`src/hw/rtl/amgs_pkg.sv`:
```
// Shared types and constants for the adjacency matrix graph store.
// No dependencies; imported by every module of the block.
package amgs_pkg;

   localparam int OPCODE_W = 4;
   localparam int VERT_W   = 4;
   localparam int WORD_W   = 32;
   localparam int LABEL_W  = 8;
   localparam int INDEX_W  = 4;
   localparam int COUNT_W  = 5;

   // Opcodes
   localparam logic [OPCODE_W-1:0] OP_ADD_VERTEX   = 4'd0;
   localparam logic [OPCODE_W-1:0] OP_SET_LABEL    = 4'd1;
   localparam logic [OPCODE_W-1:0] OP_GET_LABEL    = 4'd2;
   localparam logic [OPCODE_W-1:0] OP_ADD_EDGE     = 4'd3;
   localparam logic [OPCODE_W-1:0] OP_REMOVE_EDGE  = 4'd4;
   localparam logic [OPCODE_W-1:0] OP_SET_WEIGHT   = 4'd5;
   localparam logic [OPCODE_W-1:0] OP_GET_WEIGHT   = 4'd6;
   localparam logic [OPCODE_W-1:0] OP_EDGE_EXISTS  = 4'd7;
   localparam logic [OPCODE_W-1:0] OP_FIRST_VERTEX = 4'd8;
   localparam logic [OPCODE_W-1:0] OP_NEXT_VERTEX  = 4'd9;
   localparam logic [OPCODE_W-1:0] OP_FIRST_ADJ    = 4'd10;
   localparam logic [OPCODE_W-1:0] OP_NEXT_ADJ     = 4'd11;
   localparam logic [OPCODE_W-1:0] OP_COUNT        = 4'd12;

   typedef struct packed {
      logic [OPCODE_W-1:0]      opcode;
      logic [VERT_W-1:0]        vertex_a;
      logic [VERT_W-1:0]        vertex_b;
      logic signed [WORD_W-1:0] weight_in;
      logic [LABEL_W-1:0]       label_in;
   } req_word_type;

   typedef struct packed {
      logic [INDEX_W-1:0]       index_out;
      logic                     found;
      logic [LABEL_W-1:0]       label_out;
      logic signed [WORD_W-1:0] weight_out;
      logic [COUNT_W-1:0]       count_out;
      logic                     table_full;
   } rsp_word_type;

   // Controller to datapath
   typedef struct packed {
      logic clear;   // clearing sweep step
      logic load;    // capture request word
      logic rd;      // memory read phase, first mirror write
      logic fin;     // second mirror write, result capture
   } ctl_cmd_type;

   // Datapath to controller
   typedef struct packed {
      logic clear_done;
   } ctl_sts_type;

endpackage

```
`src/hw/rtl/amgs_ctrl.sv`:
```
// Sequencer for the graph store: clearing sweep, read phase, finish phase.
// Depends on amgs_pkg; drives the datapath through ctl_cmd_type.
module amgs_ctrl
   import amgs_pkg::*;
(
   input  logic        clock,
   input  logic        reset,
   input  logic        start,
   output logic        busy,
   output logic        rsp_strobe,
   output ctl_cmd_type cmd,
   input  ctl_sts_type sts
);

   localparam logic [1:0] ST_CLEAR  = 2'd0;
   localparam logic [1:0] ST_IDLE   = 2'd1;
   localparam logic [1:0] ST_READ   = 2'd2;
   localparam logic [1:0] ST_FINISH = 2'd3;

   logic [1:0] state_ff, state_in;
   logic       strobe_ff, strobe_in;

   always_comb begin
      state_in  = state_ff;
      cmd       = '0;
      strobe_in = 1'b0;
      unique case (state_ff)
         ST_CLEAR: begin
            cmd.clear = 1'b1;
            if (sts.clear_done) begin
               state_in = ST_IDLE;
            end
         end
         ST_IDLE: begin
            if (start) begin
               cmd.load = 1'b1;
               state_in = ST_READ;
            end
         end
         ST_READ: begin
            cmd.rd   = 1'b1;
            state_in = ST_FINISH;
         end
         ST_FINISH: begin
            cmd.fin   = 1'b1;
            strobe_in = 1'b1;
            state_in  = ST_IDLE;
         end
         default: begin
            state_in = ST_IDLE;
         end
      endcase
   end

   always_ff @(posedge clock) begin
      if (reset) begin
         state_ff  <= ST_CLEAR;
         strobe_ff <= 1'b0;
      end else begin
         state_ff  <= state_in;
         strobe_ff <= strobe_in;
      end
   end

   assign busy       = (state_ff != ST_IDLE);
   assign rsp_strobe = strobe_ff;

endmodule

```
`config.mk`:
```
export PLATFORM = sky130hd
export DESIGN_NAME = amgs_ctrl
export DESIGN_NICKNAME = d
export VERILOG_FILES = /design/src/hw/rtl/amgs_pkg.sv /design/src/hw/rtl/amgs_ctrl.sv
export SDC_FILE = /design/constraint.sdc
export NUM_CORES = 1
export LEC_CHECK = 0
export ABC_AREA = 0
export BUFFER_PORTS_ARGS = -buffer_cell sky130_fd_sc_hd__buf_2
export CAP_MARGIN = 10
export CORE_AREA = 2 2 39 41
export CTS_CLUSTER_SIZE = 40
export DETAILED_ROUTE_END_ITERATION = 7
export DIE_AREA = 0 0 41 43
export GPL_TIMING_DRIVEN = 0
export MAX_ROUTING_LAYER = met4
export PLACE_DENSITY_LB_ADDON = 0.05
export SETUP_SLACK_MARGIN = 0.02
export SLEW_MARGIN = 0
export SYNTH_ARGS = -nofsm -noshare
export SYNTH_HDL_FRONTEND = slang
export SYNTH_SLANG_ARGS = --single-unit
```
`constraint.sdc`:
```
create_clock -name clock -period 1.8 [get_ports clock]
set_clock_uncertainty 0.15 [all_clocks]
set_input_delay 0.27 -clock clock [delete_from_list [all_inputs] [get_ports clock]]
set_output_delay 0.27 -clock clock [all_outputs]
set_load 0.005 [all_outputs]
```
==> results of run 1 <==
power breakdown:
group	switching (uW)	internal [uW]	total, uW
Combinational	55.4	64.8	120
Clock	31.4	82.9	114
Sequential	13.9	80.6	94.5
Total	101	228	329
registers in the layout, summed over array words and instances (netlist names):
signal and cells:
state_ff 2, rsp_strobe 1
metrics by stage:
| stage | worst slack [ns] | total power (uW) | area [um2] |
|---|---|---|---|
| floorplan | 0.526 | 172 | 200 |
| global placement | 0.414 | 216 | 265 |
| detailed placement | 0.407 | 218 | 265 |
| CTS | 0.246 | 339 | 292 |
| global route | 0.188 | 363 | 292 |
| finish | 0.263 | 329 | 292 |
layout by cell type (no fill, tap or decap), drive strengths merged:
cell type and n:
buf 10, inv 4, ha 4, clkbuf 4
dfxtp 3, nand2b 2, a21oi 2, nor2b 2
nor2 1, mux2i 1, o21ai 1, or2 1
path summary, 6_finish.rpt:
kind,slack (ns),to,start
worst max-delay path,0.26,cmd[2],state_ff[1]
worst min-delay path,0.10,rsp_strobe,reset
worst max register to register,0.42,state_ff[1],state_ff[0]
worst min register to register,0.37,state_ff[1],state_ff[1]
routing by layer:
metal | part of all wire, % | wire length (um) | track usage [%] | up-vias
li1 | - | - | - | 91
met1 | 46 | 191 | 6.07 | 74
met2 | 43 | 177 | 8.13 | 9
met3 | 11 | 44 | 1.57 | 0
met4 | 0 | 0 | 8.00 | 0
met5 | 0 | 0 | - | -
cells by family (layout without fill, tap and decap cells):
family | count (synthesis) | in the layout | share of synthesized area [%]
DFF | 3 | 3 | 30.0
buffers and inverters | 5 | 18 | 11.2
adders and majority gates | 4 | 4 | 25.0
muxes | 1 | 1 | 5.00
and+or+nand+nor | 6 | 6 | 21.2
AOI/OAI and AO/OA | 3 | 3 | 7.50
worst reg2reg max path, cell delays in order (launching register included):
cell	delay, ns
dfxtp_1	0.37
inv_1	0.08
ha_1	0.21
nor2b_4	0.13
a21oi_1	0.16
mux2i_1	0.20
area by class of cell:
class	instances	area, um2	share of cell area, %
multi-input cells	14	118	40.3
flip-flops and latches	3	60.1	20.6
repair buffers	9	45.0	15.5
clock buffers	4	26.3	9.01
well taps	16	20.0	6.87
inverters	4	15.0	5.15
plain buffers	1	7.51	2.58
==> impl_metrics.py, run 1 <==
metrics = {
    "outcome": {
        "status": "complete, no violations",
    },
    "final_layout": {
        "n_fill_cell": 167,
        "instances_no_fill": 51,
        "final_nets": 44,
        "area_delta_synth_final_pct": 45.6,
        "post-route-util_pct": 21.1,
        "drive_gt1_share_pct": 40.0,
        "n_antenna_cell": 0,
    },
    "power": {
        "leakage_uw": 0.000157,
        "powerDensity_nw_per_um2": 1130,
        "irDropWorstVdd_v": 0.000257,
    },
    "yosys": {
        "ys_types": 12,
        "ys_ff_latch": 3,
        "synthFlopType": "dfxtp_1",
        "synth-edff-count": 0,
        "postSynth.asyncResetShare_pct": 0,
        "yosysSeqAreaShare_pct": 30.0,
        "yosys_warnings": 0,
        "synth.avg_cell_area_um2": 9.10,
        "synth.area.top_cells": "dfxtp_1 30%, ha_1 25%, inv_1 7.5%",
        "syn_area_um2": 200,
        "syn_inst": 22,
        "yosys.area.top_type_share_pct": 30.0,
        "synth_fp_nets": 30,
        "synth_common_cells": "4 x ha_1, 4 x inv_1, 3 x dfxtp_1",
        "synth_top_area_cell": "dfxtp_1",
    },
    "worst_setup_path": {
        "cp_data_required_time_ns": 1.38,
        "crit_top_cell": "inv_1",
        "start_kind": "flip-flop",
        "cp-end-kind": "output pin",
        "cp_num_cells": 5,
        "worstSetupPathType": "flip-flop to output pin",
        "crit_path_max_incr_delay_ns": 0.38,
        "path_max_fanout": 4,
        "critPathBufInv": 3,
        "crit_slowest_cell": "dfxtp_1",
        "worstPathArrival_ns": 1.12,
        "critical-path-top-delay-family": "flip-flops",
        "reg2reg_depth": 5,
        "crit_chain": "inv_1 -> ha_1 -> inv_1 -> nor2_1 -> buf_2",
    },
    "grt": {
        "grt.total_usage_pct": 6.16,
        "antenna_found_initial": 0,
        "grt_pass1_vias": 173,
        "overflow": 0,
        "grt_max_degree": 5,
        "grt_pass1_wl_um": 655,
    },
    "die": {
        "coreArea_um2": 1380,
        "die_w_um": 41,
        "initial_utilization_pct": 14.5,
        "rows": 14,
        "fp.dieArea_um2": 1760,
        "ioPinCount": 10,
        "die_y_um": 43,
    },
    "clocking": {
        "clk_latency_ns": 0.23,
        "post_cts_buffers": 0,
        "htree_num_levels": 1,
        "numCtsBuffers": 3,
        "cts_tree": "built",
        "cts_sinks": 3,
        "cts-root-buf": "clkbuf_4",
        "cts-resized-gates": 0,
        "clk_path_buf_depth": 2,
        "hold_buffers": 0,
        "cts.clk_slew.worst_paths_ns": 0.03,
    },
    "sta": {
        "max-slew-margin-rel_pct": 88.1,
        "slew_violations": 0,
        "timing.setup.tns_ns": 0,
        "fin_crit_sh_pct": 85.4,
        "rsz0062_at_grt": "false",
        "fin_crit_ns": 1.54,
        "tightest_slew_ns": 0.179,
        "timing.fmax_ghz": 0.651,
        "setup_viol": 0,
        "finalHoldViolations": 0,
        "hold_slack_ns": 0.101,
    },
    "routing": {
        "drc": 0,
        "drt-initial-drc-count": 1,
        "drt_first_pass_iters": 2,
        "routedWlPerCell_um": 8.08,
        "vias": 174,
        "viasPerCell": 3.41,
        "drtAntennaViolNets": 0,
        "routed_wl_um": 412,
    },
    "flow_run": {
        "maxCapViolations": 0,
    },
    "placement": {
        "io_buffers": 9,
        "dp_cells": 47,
        "place.gp.congestion": 0.575,
    },
    "min_path": {
        "min_path_cells": 2,
        "hp-class": "primary input to flip-flop",
    },
}
No activity file was read; power rests on OpenSTA's default activity.
==> run 2, diff against run 1 <==
--- a/config.mk
+++ b/config.mk
@@ -13,9 +13,10 @@
 export DETAILED_ROUTE_END_ITERATION = 7
 export DIE_AREA = 0 0 41 43
 export GPL_TIMING_DRIVEN = 0
+export HOLD_SLACK_MARGIN = 0.15
 export MAX_ROUTING_LAYER = met4
 export PLACE_DENSITY_LB_ADDON = 0.05
-export SETUP_SLACK_MARGIN = 0.02
+export SETUP_SLACK_MARGIN = 0.5
 export SLEW_MARGIN = 0
 export SYNTH_ARGS = -nofsm -noshare
 export SYNTH_HDL_FRONTEND = slang
==> impl_metrics.py, run 2 (synthesized netlist as in run 1, its figures left out) <==
metrics = {
    "outcome": {
        "status": "complete, no violations",
    },
    "sta": {
        "fin_crit_ns": 1.40,
        "finalHoldViolations": 0,
        "timing.setup.tns_ns": 0,
        "max-slew-margin-rel_pct": 88.5,
        "timing.fmax_ghz": 0.712,
        "fin_crit_sh_pct": 78.0,
        "tightest_slew_ns": 0.172,
        "rsz0062_at_grt": "true",
        "setup_viol": 0,
        "slew_violations": 0,
    },
    "final_layout": {
        "area_delta_synth_final_pct": 91.9,
        "most-common-layout-cells": "8 x buf_2, 3 x ha_4, 3 x buf_4, 3 x clkbuf_4",
        "n_antenna_cell": 0,
        "largest_reg_flops": 2,
        "regMostFlops": "state_ff",
        "drive_gt1_share_pct": 66.7,
        "final_nets": 48,
        "final_common_cell": "buf_2",
    },
    "placement": {
        "io_buffers": 9,
        "place.gp.congestion": 0.575,
    },
    "die": {
        "fp.dieArea_um2": 1760,
        "coreArea_um2": 1380,
        "ioPinCount": 10,
        "initial_utilization_pct": 14.5,
        "die_w_um": 41,
        "rows": 14,
        "die_y_um": 43,
    },
    "routing": {
        "drc": 0,
        "routed_wl_um": 466,
        "drt_first_pass_iters": 2,
        "drtAntennaViolNets": 0,
        "vias": 191,
        "viasPerCell": 3.47,
        "drt-initial-drc-count": 2,
        "routedWlPerCell_um": 8.47,
    },
    "clocking": {
        "cts.clk_slew.worst_paths_ns": 0.03,
        "cts-root-buf": "clkbuf_4",
        "cts_tree": "built",
        "cts_sinks": 3,
        "htree_num_levels": 1,
        "clk_path_buf_depth": 2,
        "clk_latency_ns": 0.23,
        "numCtsBuffers": 3,
    },
    "min_path": {
        "hp-class": "primary input to flip-flop",
        "hold_path.startpoint": "start",
    },
    "worst_setup_path": {
        "path_max_fanout": 3,
        "worstSetupPathType": "flip-flop to output pin",
        "cp-end-kind": "output pin",
        "cp_data_required_time_ns": 1.38,
        "start_kind": "flip-flop",
        "cp-startpoint": "state_ff[1]",
        "worstPathArrival_ns": 0.98,
        "r2r_start": "state_ff[0]",
    },
    "grt": {
        "overflow": 0,
        "antenna_found_initial": 0,
        "grt.total_usage_pct": 6.88,
        "grt_max_degree": 5,
        "grt_pass1_wl_um": 731,
        "grt_pass1_vias": 186,
    },
    "flow_run": {
        "maxCapViolations": 0,
    },
    "power": {
        "total_power_uw": 411,
        "leakage_uw": 0.000178,
        "powerDensity_nw_per_um2": 1070,
        "irDropWorstVdd_v": 0.000300,
    },
}
[run 2: worst paths after layout]
kind,slack [ns],cells past startpoint,to
setup reg to reg,0.46,5,state_ff[1]
hold reg to reg,0.40,2,state_ff[0]
hold / removal,0.29,4,state_ff[0]
setup / recovery,0.40,5,cmd[2]
[run 2: report_power, final]
part / switching (uW) / total (uW) / leakage [uW] / internal [uW]
Sequential: 24.7 / 112 / 0.0000259 / 87.0
Clock: 31.1 / 114 / 0.0000150 / 82.8
Combinational: 74.6 / 185 / 0.000137 / 111
[run 2: per-layer routing]
metal | wire, um | track usage (%) | vias up
met5 | 0 | - | -
met4 | 0 | 8.00 | 0
met3 | 44 | 1.57 | 0
met2 | 229 | 9.69 | 9
met1 | 192 | 6.71 | 83
li1 | - | - | 99
[run 2: critical path, stage by stage (launching register included)]
cell	delay [ns]
dfxtp_4	0.37
inv_4	0.05
ha_4	0.15
inv_2	0.04
nor2_1	0.03
buf_2	0.12
[run 2: area by class of cell]
type                    instances  area (um2)
plain buffers                   1        7.51
clock buffers                   4        26.3
fillers                       166        1000
inverters                       4        17.5
multi-input cells              14         158
flip-flops and latches          3        67.6
well taps                      16        20.0
repair buffers                 13        87.6
[run 2: what timing repair did]
item | in CTS | in global routing
gates resized for setup | 17 | 0
setup buffers | 2 | 1
hold buffers | 1 | 0
endpoints found under the setup margin | 7 | 7
pin swaps | 2 | 0
cloned | 0 | 0
hold endpoints to repair | 2 | 0
[run 2: stage by stage]
step	area [um2]	util [%]	setup slack, ns	instances	hold WS (ns)
4_1_cts	377	27.2	0.386	54	0.276
3_3_place_gp	265	19.2	0.414	47	0.342
6_report	384	27.8	0.395	55	0.289
2_1_floorplan	200	-	0.526	22	0.189
5_1_grt	384	27.8	0.339	55	0.314
3_5_place_dp	265	19.2	0.407	47	0.346
